===== config.mk =====
export PLATFORM = sky130hd
export DESIGN_NAME = free_block_cache_policy_top
export DESIGN_NICKNAME = d
export VERILOG_FILES = /design/src/hdl/fbc_pkg.sv /design/src/hdl/fbc_cell.sv /design/src/hdl/fbc_array.sv /design/src/hdl/free_block_cache_policy_top.sv
export SDC_FILE = /design/constraint.sdc
export NUM_CORES = 2
export LEC_CHECK = 0
export ABC_AREA = 1
export BUFFER_PORTS_ARGS = -buffer_cell sky130_fd_sc_hd__buf_4
export CORE_UTILIZATION = 48
export DETAILED_ROUTE_END_ITERATION = 16
export GPL_TIMING_DRIVEN = 0
export SYNTH_ARGS = -nofsm -noshare
export SYNTH_HDL_FRONTEND = slang
export SYNTH_SLANG_ARGS = --single-unit
export TNS_END_PERCENT = 10

===== constraint.sdc =====
create_clock -name clock -period 18.4 [get_ports clock]
set_input_delay 0.92 -clock clock [delete_from_list [all_inputs] [get_ports clock]]
set_output_delay 0.92 -clock clock [all_outputs]
set_load 0.02 [all_outputs]

===== src/hdl/fbc_pkg.sv =====
package fbc_pkg;

   typedef enum logic [1:0] {
      OP_FETCH   = 2'd0,
      OP_STORE   = 2'd1,
      OP_COMPACT = 2'd2
   } fbc_op_type;

   typedef enum logic [1:0] {
      KIND_HIT     = 2'd0,
      KIND_MISS    = 2'd1,
      KIND_EVICTED = 2'd2,
      KIND_NONE    = 2'd3
   } fbc_kind_type;

   typedef enum logic [1:0] {
      ST_IDLE,
      ST_FETCH,
      ST_STORE,
      ST_COMPACT
   } fbc_state_type;

   localparam logic [1:0] REG_ENABLE     = 2'd0;
   localparam logic [1:0] REG_MAX_BYTES  = 2'd1;
   localparam logic [1:0] REG_MAX_BLOCKS = 2'd2;
   localparam logic [1:0] REG_MAX_AGE    = 2'd3;

   localparam logic [4:0]  RST_MAX_BLOCKS = 5'd16;
   localparam logic [33:0] SMALL_LIMIT    = 34'd131072;
   localparam logic [33:0] ROUND_SMALL    = 34'd1023;
   localparam logic [33:0] ROUND_LARGE    = 34'd4095;

   typedef struct packed {
      logic        valid;
      logic [31:0] handle;
      logic [31:0] size;
      logic [31:0] stamp;
   } fbc_entry_type;

   // command broadcast to every cell
   typedef struct packed {
      logic        evict;
      logic        remove;
      logic        append;
      logic [31:0] key;
      logic [31:0] new_handle;
      logic [31:0] new_size;
      logic [31:0] new_stamp;
   } fbc_cmd_type;

   // what the row shows back to the controller
   typedef struct packed {
      logic          hit;
      logic [31:0]   hit_handle;
      fbc_entry_type head;
   } fbc_view_type;

endpackage


===== src/hdl/fbc_cell.sv =====
module fbc_cell (
   input  logic                  clock,
   input  logic                  reset,
   input  fbc_pkg::fbc_cmd_type  cmd,
   input  logic                  shift,
   input  logic                  left_valid,
   input  fbc_pkg::fbc_entry_type right,
   output fbc_pkg::fbc_entry_type ent,
   output logic                  match
);

   fbc_pkg::fbc_entry_type ent_ff;
   fbc_pkg::fbc_entry_type ent_in;
   logic                   slot;

   // after a shift the free slot sits one place further down
   always_comb begin
      slot = cmd.append && (shift ? (ent_ff.valid && !right.valid)
                                  : (left_valid && !ent_ff.valid));
      ent_in = ent_ff;
      if (shift) begin
         ent_in = right;
      end
      if (slot) begin
         ent_in.valid  = 1'b1;
         ent_in.handle = cmd.new_handle;
         ent_in.size   = cmd.new_size;
         ent_in.stamp  = cmd.new_stamp;
      end
   end

   always_ff @(posedge clock) begin
      ent_ff.handle <= ent_in.handle;
      ent_ff.size   <= ent_in.size;
      ent_ff.stamp  <= ent_in.stamp;
      if (reset) begin
         ent_ff.valid <= 1'b0;
      end else begin
         ent_ff.valid <= ent_in.valid;
      end
   end

   assign ent   = ent_ff;
   assign match = ent_ff.valid && (ent_ff.size == cmd.key);

endmodule


===== src/hdl/fbc_array.sv =====
module fbc_array #(
   parameter int DEPTH = 16
) (
   input  logic                  clock,
   input  logic                  reset,
   input  fbc_pkg::fbc_cmd_type  cmd,
   output fbc_pkg::fbc_view_type view
);

   fbc_pkg::fbc_entry_type ents [DEPTH];
   logic [DEPTH-1:0]       match;
   logic [DEPTH-1:0]       above;
   logic [DEPTH-1:0]       hit_onehot;
   logic [DEPTH-1:0]       shift;
   logic                   any_hit;
   logic [31:0]            hit_handle;

   assign any_hit = |match;

   // oldest entry in cell 0, newest at the top of the valid run
   for (genvar j = 0; j < DEPTH; j++) begin : g_cell
      fbc_pkg::fbc_entry_type right;
      logic                   left_valid;

      if (j == DEPTH - 1) begin : g_top
         assign above[j] = 1'b0;
         assign right    = '0;
      end else begin : g_mid
         assign above[j] = |match[DEPTH-1:j+1];
         assign right    = ents[j+1];
      end

      if (j == 0) begin : g_first
         assign left_valid = 1'b1;
      end else begin : g_rest
         assign left_valid = ents[j-1].valid;
      end

      assign hit_onehot[j] = match[j] && !above[j];
      // every cell shifts on an eviction; on a removal, cells at and above the newest match close the gap
      assign shift[j] = cmd.evict || (cmd.remove && any_hit && !above[j]);

      fbc_cell u_cell (
         .clock      (clock),
         .reset      (reset),
         .cmd        (cmd),
         .shift      (shift[j]),
         .left_valid (left_valid),
         .right      (right),
         .ent        (ents[j]),
         .match      (match[j])
      );
   end

   always_comb begin
      hit_handle = '0;
      for (int i = 0; i < DEPTH; i++) begin
         hit_handle = hit_handle | (hit_onehot[i] ? ents[i].handle : 32'd0);
      end
   end

   assign view.hit        = any_hit;
   assign view.hit_handle = hit_handle;
   assign view.head       = ents[0];

endmodule


===== src/hdl/free_block_cache_policy_top.sv =====
// Recency-ordered cache of freed buffers, held in a row of DEPTH cells with the
// oldest entry in the first cell. One item is worked on at a time and the next
// is taken once every result of the current one has been handed to the output
// register. In a fetch the size is rounded as the item is taken, then every cell
// compares against it at once and the newest match is removed while the single
// result is written out. A store appends the block, and when the row is full the
// oldest block leaves as the new one goes in; the store then goes on as a compact
// does, evicting the oldest block while disabled or over a limit, at most DEPTH
// times per item. Evictions always leave from the first cell, so the row gives one
// evicted handle per cycle while the result side keeps taking them; a stalled
// result side holds them back. Opcode 3 is taken and dropped without a result.
// Limit registers may be written between items and act on the next store or
// compact. The row needs no clearing pass after reset.
module free_block_cache_policy_top #(
   parameter int DEPTH        = 16,
   parameter int HEADER_BYTES = 16
) (
   input  logic         clock,
   input  logic         reset,
   input  logic         req_tvalid,
   output logic         req_tready,
   input  logic [1:0]   req_tuser,  // opcode
   input  logic [63:0]  req_tdata,  // request_bytes, block_handle
   output logic         rsp_tvalid,
   input  logic         rsp_tready,
   output logic [1:0]   rsp_tuser,  // result_kind
   output logic         rsp_tlast,  // last_result
   // out_handle, out_size, bytes_held, hit_count, miss_count, 4 bits zero
   output logic [167:0] rsp_tdata,
   input  logic         csr_we,
   input  logic [1:0]   csr_addr,
   input  logic [35:0]  csr_wdata
);

   localparam int          CW  = $clog2(DEPTH + 1);
   localparam int          BW  = (CW > 5) ? CW : 5;
   localparam logic [33:0] HDR = 34'(HEADER_BYTES);

   fbc_pkg::fbc_state_type state_ff, state_in;
   fbc_pkg::fbc_cmd_type   cmd;
   fbc_pkg::fbc_view_type  view;

   logic          en_ff;
   logic [35:0]   max_bytes_ff;
   logic [4:0]    max_blocks_ff;
   logic [31:0]   max_age_ff;

   logic [31:0]   key_ff, key_in;
   logic          oversize_ff, oversize_in;
   logic [31:0]   size_ff, size_in;
   logic [31:0]   handle_ff, handle_in;
   logic [31:0]   clk_ff, clk_in;
   logic [35:0]   cached_ff, cached_in;
   logic [31:0]   hits_ff, hits_in;
   logic [31:0]   miss_ff, miss_in;
   logic [CW-1:0] cnt_ff, cnt_in;
   logic [CW-1:0] k_ff, k_in;

   logic          pend_valid_ff, pend_valid_in;
   logic [31:0]   pend_handle_ff, pend_handle_in;
   logic [31:0]   pend_size_ff, pend_size_in;
   logic [35:0]   pend_bytes_ff, pend_bytes_in;

   logic          rsp_valid_ff, rsp_valid_in;
   logic [1:0]    rsp_kind_ff, rsp_kind_in;
   logic [31:0]   rsp_handle_ff, rsp_handle_in;
   logic [31:0]   rsp_size_ff, rsp_size_in;
   logic [35:0]   rsp_bytes_ff, rsp_bytes_in;
   logic [31:0]   rsp_hits_ff, rsp_hits_in;
   logic [31:0]   rsp_miss_ff, rsp_miss_in;
   logic          rsp_last_ff, rsp_last_in;

   logic          accept;
   logic          out_free;
   logic          emit;
   logic          over_limit;
   logic          can_evict;
   logic [31:0]   age;
   logic [33:0]   total_w;
   logic [33:0]   rnd_w;
   logic [33:0]   key_w;

   assign req_tready = (state_ff == fbc_pkg::ST_IDLE);
   assign accept     = req_tvalid && req_tready;
   assign out_free   = !rsp_valid_ff || rsp_tready;

   // header on, round to 1k or 4k granules, header off
   always_comb begin
      total_w = 34'(req_tdata[31:0]) + HDR;
      if (total_w <= fbc_pkg::SMALL_LIMIT) begin
         rnd_w = (total_w + fbc_pkg::ROUND_SMALL) & ~fbc_pkg::ROUND_SMALL;
      end else begin
         rnd_w = (total_w + fbc_pkg::ROUND_LARGE) & ~fbc_pkg::ROUND_LARGE;
      end
      key_w = rnd_w - HDR;
   end

   assign age        = clk_ff - view.head.stamp;
   assign over_limit = (cnt_ff != '0) &&
                       (!en_ff || (age > max_age_ff) || (cached_ff > max_bytes_ff) ||
                        (BW'(cnt_ff) > BW'(max_blocks_ff)));
   assign can_evict  = over_limit && (k_ff < CW'(DEPTH));

   always_comb begin
      state_in       = state_ff;
      key_in         = key_ff;
      oversize_in    = oversize_ff;
      size_in        = size_ff;
      handle_in      = handle_ff;
      clk_in         = clk_ff;
      cached_in      = cached_ff;
      hits_in        = hits_ff;
      miss_in        = miss_ff;
      cnt_in         = cnt_ff;
      k_in           = k_ff;
      pend_valid_in  = pend_valid_ff;
      pend_handle_in = pend_handle_ff;
      pend_size_in   = pend_size_ff;
      pend_bytes_in  = pend_bytes_ff;

      cmd            = '0;
      cmd.key        = key_ff;
      cmd.new_handle = handle_ff;
      cmd.new_size   = size_ff;
      cmd.new_stamp  = clk_ff;

      emit        = 1'b0;
      rsp_kind_in = fbc_pkg::KIND_NONE;
      rsp_handle_in = '0;
      rsp_size_in = '0;
      rsp_bytes_in = cached_ff;
      rsp_hits_in = hits_ff;
      rsp_miss_in = miss_ff;
      rsp_last_in = 1'b1;

      unique case (state_ff)
         fbc_pkg::ST_IDLE: begin
            if (accept) begin
               key_in      = key_w[31:0];
               oversize_in = |key_w[33:32];
               size_in     = req_tdata[31:0];
               handle_in   = req_tdata[63:32];
               k_in        = '0;
               unique case (fbc_pkg::fbc_op_type'(req_tuser))
                  fbc_pkg::OP_FETCH: begin
                     state_in = fbc_pkg::ST_FETCH;
                  end
                  fbc_pkg::OP_STORE: begin
                     clk_in   = clk_ff + 32'd1;
                     state_in = fbc_pkg::ST_STORE;
                  end
                  fbc_pkg::OP_COMPACT: begin
                     state_in = fbc_pkg::ST_COMPACT;
                  end
                  default: begin
                     state_in = fbc_pkg::ST_IDLE;
                  end
               endcase
            end
         end

         fbc_pkg::ST_FETCH: begin
            if (out_free) begin
               emit     = 1'b1;
               state_in = fbc_pkg::ST_IDLE;
               if (oversize_ff) begin
                  miss_in       = miss_ff + 32'd1;
                  rsp_kind_in   = fbc_pkg::KIND_MISS;
                  rsp_size_in   = '1;
               end else if (view.hit) begin
                  cmd.remove    = 1'b1;
                  cached_in     = cached_ff - 36'(key_ff);
                  hits_in       = hits_ff + 32'd1;
                  cnt_in        = cnt_ff - CW'(1);
                  rsp_kind_in   = fbc_pkg::KIND_HIT;
                  rsp_handle_in = view.hit_handle;
                  rsp_size_in   = key_ff;
               end else begin
                  miss_in       = miss_ff + 32'd1;
                  rsp_kind_in   = fbc_pkg::KIND_MISS;
                  rsp_size_in   = key_ff;
               end
               rsp_bytes_in = cached_in;
               rsp_hits_in  = hits_in;
               rsp_miss_in  = miss_in;
            end
         end

         fbc_pkg::ST_STORE: begin
            cmd.append = 1'b1;
            state_in   = fbc_pkg::ST_COMPACT;
            if (cnt_ff == CW'(DEPTH)) begin
               // full row: oldest leaves as the new block goes in
               cmd.evict      = 1'b1;
               pend_valid_in  = 1'b1;
               pend_handle_in = view.head.handle;
               pend_size_in   = view.head.size;
               pend_bytes_in  = cached_ff - 36'(view.head.size);
               cached_in      = cached_ff - 36'(view.head.size) + 36'(size_ff);
               k_in           = CW'(1);
            end else begin
               cached_in = cached_ff + 36'(size_ff);
               cnt_in    = cnt_ff + CW'(1);
            end
         end

         fbc_pkg::ST_COMPACT: begin
            // an eviction waits in pend until we know whether another follows
            if (pend_valid_ff) begin
               if (out_free) begin
                  emit          = 1'b1;
                  rsp_kind_in   = fbc_pkg::KIND_EVICTED;
                  rsp_handle_in = pend_handle_ff;
                  rsp_size_in   = pend_size_ff;
                  rsp_bytes_in  = pend_bytes_ff;
                  rsp_last_in   = !can_evict;
                  if (can_evict) begin
                     cmd.evict      = 1'b1;
                     pend_handle_in = view.head.handle;
                     pend_size_in   = view.head.size;
                     pend_bytes_in  = cached_ff - 36'(view.head.size);
                     cached_in      = pend_bytes_in;
                     cnt_in         = cnt_ff - CW'(1);
                     k_in           = k_ff + CW'(1);
                  end else begin
                     pend_valid_in = 1'b0;
                     state_in      = fbc_pkg::ST_IDLE;
                  end
               end
            end else if (can_evict) begin
               cmd.evict      = 1'b1;
               pend_valid_in  = 1'b1;
               pend_handle_in = view.head.handle;
               pend_size_in   = view.head.size;
               pend_bytes_in  = cached_ff - 36'(view.head.size);
               cached_in      = pend_bytes_in;
               cnt_in         = cnt_ff - CW'(1);
               k_in           = k_ff + CW'(1);
            end else if (out_free) begin
               emit     = 1'b1;
               state_in = fbc_pkg::ST_IDLE;
            end
         end

         default: begin
            state_in = fbc_pkg::ST_IDLE;
         end
      endcase

      rsp_valid_in = emit ? 1'b1 : (rsp_tready ? 1'b0 : rsp_valid_ff);
   end

   fbc_array #(
      .DEPTH (DEPTH)
   ) u_array (
      .clock (clock),
      .reset (reset),
      .cmd   (cmd),
      .view  (view)
   );

   always_ff @(posedge clock) begin
      if (reset) begin
         state_ff      <= fbc_pkg::ST_IDLE;
         clk_ff        <= '0;
         cached_ff     <= '0;
         hits_ff       <= '0;
         miss_ff       <= '0;
         cnt_ff        <= '0;
         k_ff          <= '0;
         pend_valid_ff <= 1'b0;
         rsp_valid_ff  <= 1'b0;
      end else begin
         state_ff      <= state_in;
         clk_ff        <= clk_in;
         cached_ff     <= cached_in;
         hits_ff       <= hits_in;
         miss_ff       <= miss_in;
         cnt_ff        <= cnt_in;
         k_ff          <= k_in;
         pend_valid_ff <= pend_valid_in;
         rsp_valid_ff  <= rsp_valid_in;
      end
   end

   always_ff @(posedge clock) begin
      key_ff         <= key_in;
      oversize_ff    <= oversize_in;
      size_ff        <= size_in;
      handle_ff      <= handle_in;
      pend_handle_ff <= pend_handle_in;
      pend_size_ff   <= pend_size_in;
      pend_bytes_ff  <= pend_bytes_in;
      if (emit) begin
         rsp_kind_ff   <= rsp_kind_in;
         rsp_handle_ff <= rsp_handle_in;
         rsp_size_ff   <= rsp_size_in;
         rsp_bytes_ff  <= rsp_bytes_in;
         rsp_hits_ff   <= rsp_hits_in;
         rsp_miss_ff   <= rsp_miss_in;
         rsp_last_ff   <= rsp_last_in;
      end
   end

   always_ff @(posedge clock) begin
      if (reset) begin
         en_ff         <= 1'b1;
         max_bytes_ff  <= '1;
         max_blocks_ff <= fbc_pkg::RST_MAX_BLOCKS;
         max_age_ff    <= '1;
      end else if (csr_we) begin
         unique case (csr_addr)
            fbc_pkg::REG_ENABLE:     en_ff         <= csr_wdata[0];
            fbc_pkg::REG_MAX_BYTES:  max_bytes_ff  <= csr_wdata;
            fbc_pkg::REG_MAX_BLOCKS: max_blocks_ff <= csr_wdata[4:0];
            fbc_pkg::REG_MAX_AGE:    max_age_ff    <= csr_wdata[31:0];
         endcase
      end
   end

   assign rsp_tvalid = rsp_valid_ff;
   assign rsp_tuser  = rsp_kind_ff;
   assign rsp_tlast  = rsp_last_ff;
   assign rsp_tdata  = {4'b0, rsp_miss_ff, rsp_hits_ff, rsp_bytes_ff,
                        rsp_size_ff, rsp_handle_ff};

endmodule


# Word level (Yosys, flattened, before mapping)
# Cells that the tools add are included.
# word_totals
regBits,2136
latch_bits,0
ram_bits,0
mem_bits_ro,0
input_bits,109
out_inout_bits,173
wordCells,506
memories,0
# classes
n_addsub,15
mul,0
div,0
order_cmp,5
n_eq_ne,34
n_shift,0
n_mux,158
bitwise_logic,15
reduce_logical,188
# op_table
cell,n
$mux W97,32
$mux W32,41
$eq A32 B32 Y1,16
$or A32 B32 Y32,15
$mux W36,13
$pmux W32 S2,4
$pmux W36 S2,2
$pmux W36 S3,1
$add A32 B1 Y32 const B,3
$logic_and A1 B1 Y1,81
$add A36 B32 Y36,2
$sub A36 B32 Y36,2
$mux W5,12
$mux W1,37
$gt A36 B36 Y1,1
$reduce_bool A2 Y1,18
$add A33 B10 Y34 const B,1
$add A33 B12 Y34 const B,1
$logic_not A1 Y1,34
$mux W34,1
$sub A34 B5 Y34 const B,1
$add A32 B5 Y33 const B,1
$le A33 B18 Y1 const B,1
$gt A32 B32 Y1,1
other kinds (40),94

# Logic depth before layout (Yosys ltp)
# logic_depth
depth_word,25
depth_mapped,43
ltp_nobuf,37

# Hierarchy
# Synthesis repeated with hierarchy kept, for this count alone.
# unflattened
hier_cells,14565
hier_area_um2,118301.0
# modules_own_cells
mod,instances,cells_per_inst,area_per_inst_um2,seq_area_each_um2
fbc_cell,16,562,4874.7,2902.8
free_block_cache_policy_top,1,4436,34938.5,15034.4
fbc_array,1,1137,5367.6,0.0

# Least setup slack after synthesis
# No wires, ideal clock.
# synth_path
path_kind,register to register
start,register clk_ff[0]
end,"register u_array.g_cell[12].u_cell.ent_ff, in the netlist u_array.g_cell[12].u_cell.ent[0], enable pin"
setup_ps,1143
arrival_time_ps,7387
t_required_ps,17257
path_slack_ps,9870
stages_incl_launch_ff,35
path_buffers,5
period_less_slack_ps,8530
path_cell_list,dfxtp_1 -> inv_1 -> clkbuf_1 -> clkbuf_1 -> ha_1 -> inv_1 -> nand3_1 -> nand2_1 -> a21oi_1 -> o21ai_0 -> a21oi_1 -> o21ai_0 -> a21boi_0 -> o21ai_0 -> a21boi_0 -> o21ai_0 -> a21oi_1 -> xnor2_1 -> ha_1 -> inv_1 -> nor4_1 -> inv_1 -> nor4_1 -> nand2_1 -> nand2_1 -> nand3_1 -> nand2_1 -> nand2_1 -> nand3_1 -> buf_2 -> clkbuf_1 -> nand3_1 -> nand3_1 -> clkbuf_1 -> nand3_1
# synth_via
elab_chain_cells,15
# synth_lines
item,line_no,rtl
from (decl),free_block_cache_policy_top.sv:52,"logic [31:0] clk_ff, clk_in;"
from (signal assigned),free_block_cache_policy_top.sv:275,clk_ff <= clk_in;
$sub A32 B32 Y32 (*),free_block_cache_policy_top.sv:98,assign age = clk_ff - view.head.stamp;
$gt A32 B32 Y1 (*),free_block_cache_policy_top.sv:100,(!en_ff || (age > max_age_ff) || (cached_ff > max_bytes_ff) ||
$logic_or A1 B1 Y1 (*) (3 in a row),free_block_cache_policy_top.sv:100,
$logic_and A1 B1 Y1 (*),free_block_cache_policy_top.sv:99,assign over_limit = (cnt_ff != '0) &&
$logic_and A1 B1 Y1 (*),free_block_cache_policy_top.sv:102,assign can_evict = over_limit && (k_ff < CW'(DEPTH));
$mux W1 (*),"free_block_cache_policy_top.sv:217, free_block_cache_policy_top.sv:230",
$mux W1,free_block_cache_policy_top.sv:210,if (out_free) begin
$mux W1 (*),free_block_cache_policy_top.sv:209,if (pend_valid_ff) begin
$pmux W1 S2 (*),free_block_cache_policy_top.sv:136,unique case (state_ff)
$logic_or A1 B1 Y1 (*),fbc_array.sv:41,assign shift[j] = cmd.evict || (cmd.remove && any_hit && !above[j]);
$mux W1,fbc_cell.sv:18,slot = cmd.append && (shift ? (ent_ff.valid && !right.valid)
$logic_and A1 B1 Y1,fbc_cell.sv:18,
$reduce_bool A2 Y1 (no line) (*),n/a,
to (decl),fbc_cell.sv:12,fbc_pkg::fbc_entry_type ent_ff;
# Every way passes the cells marked *; elsewhere a longest branch is shown, timed or not.
# A chain may end at the register's enable or synchronous reset.

# Worst setup path in the final report
# layout_path
start,register clk_ff[0]
end,"register u_array.g_cell[15].u_cell.ent_ff, in the netlist u_array.g_cell[15].u_cell.ent[87], enable pin"
# layout_via
elab_chain_cells,15
# layout_lines
item,line_no
$sub A32 B32 Y32 (*),free_block_cache_policy_top.sv:98
$gt A32 B32 Y1 (*),free_block_cache_policy_top.sv:100
$logic_or A1 B1 Y1 (*) (3 in a row),free_block_cache_policy_top.sv:100
$logic_and A1 B1 Y1 (*),free_block_cache_policy_top.sv:99
$logic_and A1 B1 Y1 (*),free_block_cache_policy_top.sv:102
$mux W1 (*),"free_block_cache_policy_top.sv:217, free_block_cache_policy_top.sv:230"
$mux W1,free_block_cache_policy_top.sv:210
$mux W1 (*),free_block_cache_policy_top.sv:209
$pmux W1 S2 (*),free_block_cache_policy_top.sv:136
$logic_or A1 B1 Y1 (*),fbc_array.sv:41
$mux W1,fbc_cell.sv:18
$logic_and A1 B1 Y1,fbc_cell.sv:18
$reduce_bool A2 Y1 (no line) (*),n/a
to (decl),fbc_cell.sv:12
# Marked as above.

==> flow_summary.toml <==
[clock_tree]
post_cts_resize_count = 0
cts-htree-levels = 4
clkTransAtPathRegs_ns = 0.06
post_cts_hold_buffer_count = 0
clkLatencyLatePin_ns = 0.87
cts.path.max_buffers = 3
tritoncts_clock_tree = "built"
numCtsBuffers = 226
clockRootBuffer = "clkbuf_16"
cts_num_sinks = 2126
post-cts-setup-buffer-count = 0

[synth]
ys.warnings.count = 0
post_synth_main_area_contributors = "edfxtp_1, nand2_1, o21ai_0, dfxtp_1, inv_1"
synthTopCellsByCount = "nand2_1, edfxtp_1, o21ai_0"
synth-main-ff-cell = "edfxtp_1"
synth.most_common_cell = "nand2_1"
syn-mean-instance-area_um2 = 9.24
synthesized_netlist_cell_count = 11700
synthesized_area_um2 = 108000
synth-async-reset-ratio = 0
ys_seq_elements = 2126
synth_top_cell_area_share = 0.526
synth_sequential_area_ratio = 0.569
netlist.top_cell.by_area = "edfxtp_1"
synth-edff-count = 1890
ys_types = 71

[layout]
fillers = 20100
syn2layout_area_growth_pct = 13.2
fin_nets = 12500
multi_input_comb_area_um2 = 40000
finalCoreUtilization = 0.548
drive_gt1_frac = 0.0906
instances_no_fill = 15400
area.sequential_um2 = 61500

[global_routing]
grt_use_total = 0.346
grt-ovfl-total = 0
first_pass_grt_wire_length_um = 568000
number_of_global_route_vias_before_repair = 82500
grt_max_degree = 102
number_of_antenna_violations_at_the_first_check_in_global_routing = 25

[detailed_routing]
drc_errors = 0
totalWireLength_um = 403000
drt.antenna.violating_nets = 0
route.detailed.wl_per_inst_um = 26.2
per_cell_via_count_in_the_routed_design = 5.79
num_vias = 89100
initialDrtViolationCount = 12200
drtPass1Iterations = 9

[setup_path]
critical_path_s_most_frequent_cell = "nand2_1"
worstSetupStartpointType = "flip-flop"
regToRegStartpoint = "clk_ff[0]"
timing.critical_path.fanout_max = 56
cp_slowest_stage_delay_ns = 0.75
crit_arrival_ns = 11.08
cp-startpoint = "clk_ff[0]"
cp_data_required_time_ns = 18.93
critical-path-slowest-cell = "nand3_1"
end_kind = "flip-flop"
path_type_of_the_worst_setup_path = "flip-flop to flip-flop"

[pwr]
cell_internal_pwr_mw = 10.4
total_leakage_power_nw = 49.3
sw_frac_of_total = 0.340
power.share.combinational = 0.253
pwrdens_nw_per_um2 = 129
max-vdd-ir-drop_v = 0.000104
netSwitchingPower_mw = 5.35
seq_power_share = 0.450
clock_power_share = 0.298

[floorplanning]
io_pins = 282
die_height_um = 476
floorplan.die.width_um = 476
initial_core_util = 0.484
num_rows = 173
dieArea_um2 = 227000
core_um2 = 223000

[hold_path]
worstHoldPathType = "input port to flip-flop"
holdCritStartpoint = "req_tdata[46]"

[outcome]
outcome = "completed"

[placement]
dpl.hpwl_um = 320000
post-place-ws_ns = 7.98
place_inst = 15000
port-buffer-count = 276
finalWeightedCongestion = 1.06

[job]
cap_viol_max_count = 0

[sta]
final.setup_skew_ns = 0.0397
final_min_period_over_clock_period = 0.574
worst_slew_margin_rel = 0.0943
setup_tns_ns = 0
timing.final.max_slew_violations = 0
fmax_ghz = 0.0947
setup_ws_ns = 7.84
rsz0062_at_grt = "no"
finalWorstPathRequiredPeriod_ns = 10.56
timing_worst_slew_pin_value_ns = 1.36
hold_viol = 0
setup_violations = 0
-- registers in the layout, summed over array words and instances (netlist names), 22 cells and up --
register and flops:
pend_handle_ff 32, cached_ff 36, max_age_ff 32, rsp_handle_ff 32, rsp_bytes_ff 36, hits_ff 32, rsp_miss_ff 32, max_bytes_ff 36
clk_ff 32, size_ff 32, miss_ff 32, pend_size_ff 32, key_ff 22, rsp_size_ff 32, pend_bytes_ff 36, rsp_hits_ff 32
handle_ff 32, u_array.g_cell.u_cell.ent 1552
-- worst paths after layout --
| path | to | depth (start not counted) | slack [ns] |
|---|---|---|---|
| setup / recovery | u_array.g_cell[15].u_cell.ent[87] | 37 | 7.84 |
| hold / removal | handle_ff[14] | 1 | 0.22 |
| setup reg to reg | u_array.g_cell[15].u_cell.ent[87] | 37 | 7.84 |
| hold reg to reg | pend_size_ff[7] | 0 | 0.45 |
-- worst max-delay path: cells and delay by family (launching register included) --
kind | cells | cell delay (ns)
buffers and inverters | 10 | 3.67
and+or+nand+nor | 15 | 3.37
AOI/OAI and AO/OA | 9 | 2.08
adders and majority gates | 2 | 0.56
DFF | 1 | 0.31
xor gates and xnor gates | 1 | 0.11
-- per-stage QoR --
stage	area (um^2)	total power [mW]	hold slack, ns
floorplan	108000	9.48	0.426
global placement	114000	11.0	0.431
detailed placement	115000	11.0	0.433
CTS	122000	15.7	0.176
global route	122000	16.3	0.191
finish	122000	15.7	0.220
-- cells in the final DEF, fill, tap and decap left out, drive strengths merged, types with 13 or more instances in the layout --
master and instances:
bufinv 26, o21ai 1780, a31oi 47, xor2 225, ha 204, nand2 3095
nor2 760, a21boi 13, clkbuf 593, buf 643, nor4 85, a32oi 15
inv 953, a21oi 376, nor3b 31, nand4 207, and3 16, clkinv 88
nand3 438, o21a 19, edfxtp 1890, o211ai 78, dfxtp 236, a22o 32
nand3b 26, or2 66, nor3 140, xnor2 163, a211oi 14, a221oi 42
-- power by group through the flow --
stage	registers, mW	logic, mW	clock network (mW)
after floorplan	7.08	2.40	0
after global placement	7.32	3.72	0
after detailed placement	7.15	3.87	0
after CTS	7.06	3.89	4.72
after global routing	7.14	4.30	4.88
final	7.08	3.98	4.69
-- final cells by class --
type	instances	area share
antenna	7	0.000143
buffer	645	0.0253
timing repair buffer	299	0.0217
clock buffer	292	0.0506
inverter	951	0.0293
sequential	2126	0.503
multi-input combinational	7963	0.328
clock inverter	127	0.0113
tap	2975	0.0305
-- logic make-up after synthesis --
logic type	share of synthesized area
adders and majority gates	0.0244
buffers and inverters	0.0617
AOI/OAI and AO/OA	0.123
and+or+nand+nor	0.190
xor gates and xnor gates	0.0315
other	0.0000347
DFF	0.569
-- layer usage --
layer  vias to the layer above  wire, um  GRT usage
met3                       677     43000     0.0693
li1                      41300         -          -
met1                     42200    176000      0.509
met4                         4     16000      0.127
met2                      4991    168000      0.502
met5                         -        22          0
No activity file was read; power rests on OpenSTA's default activity.
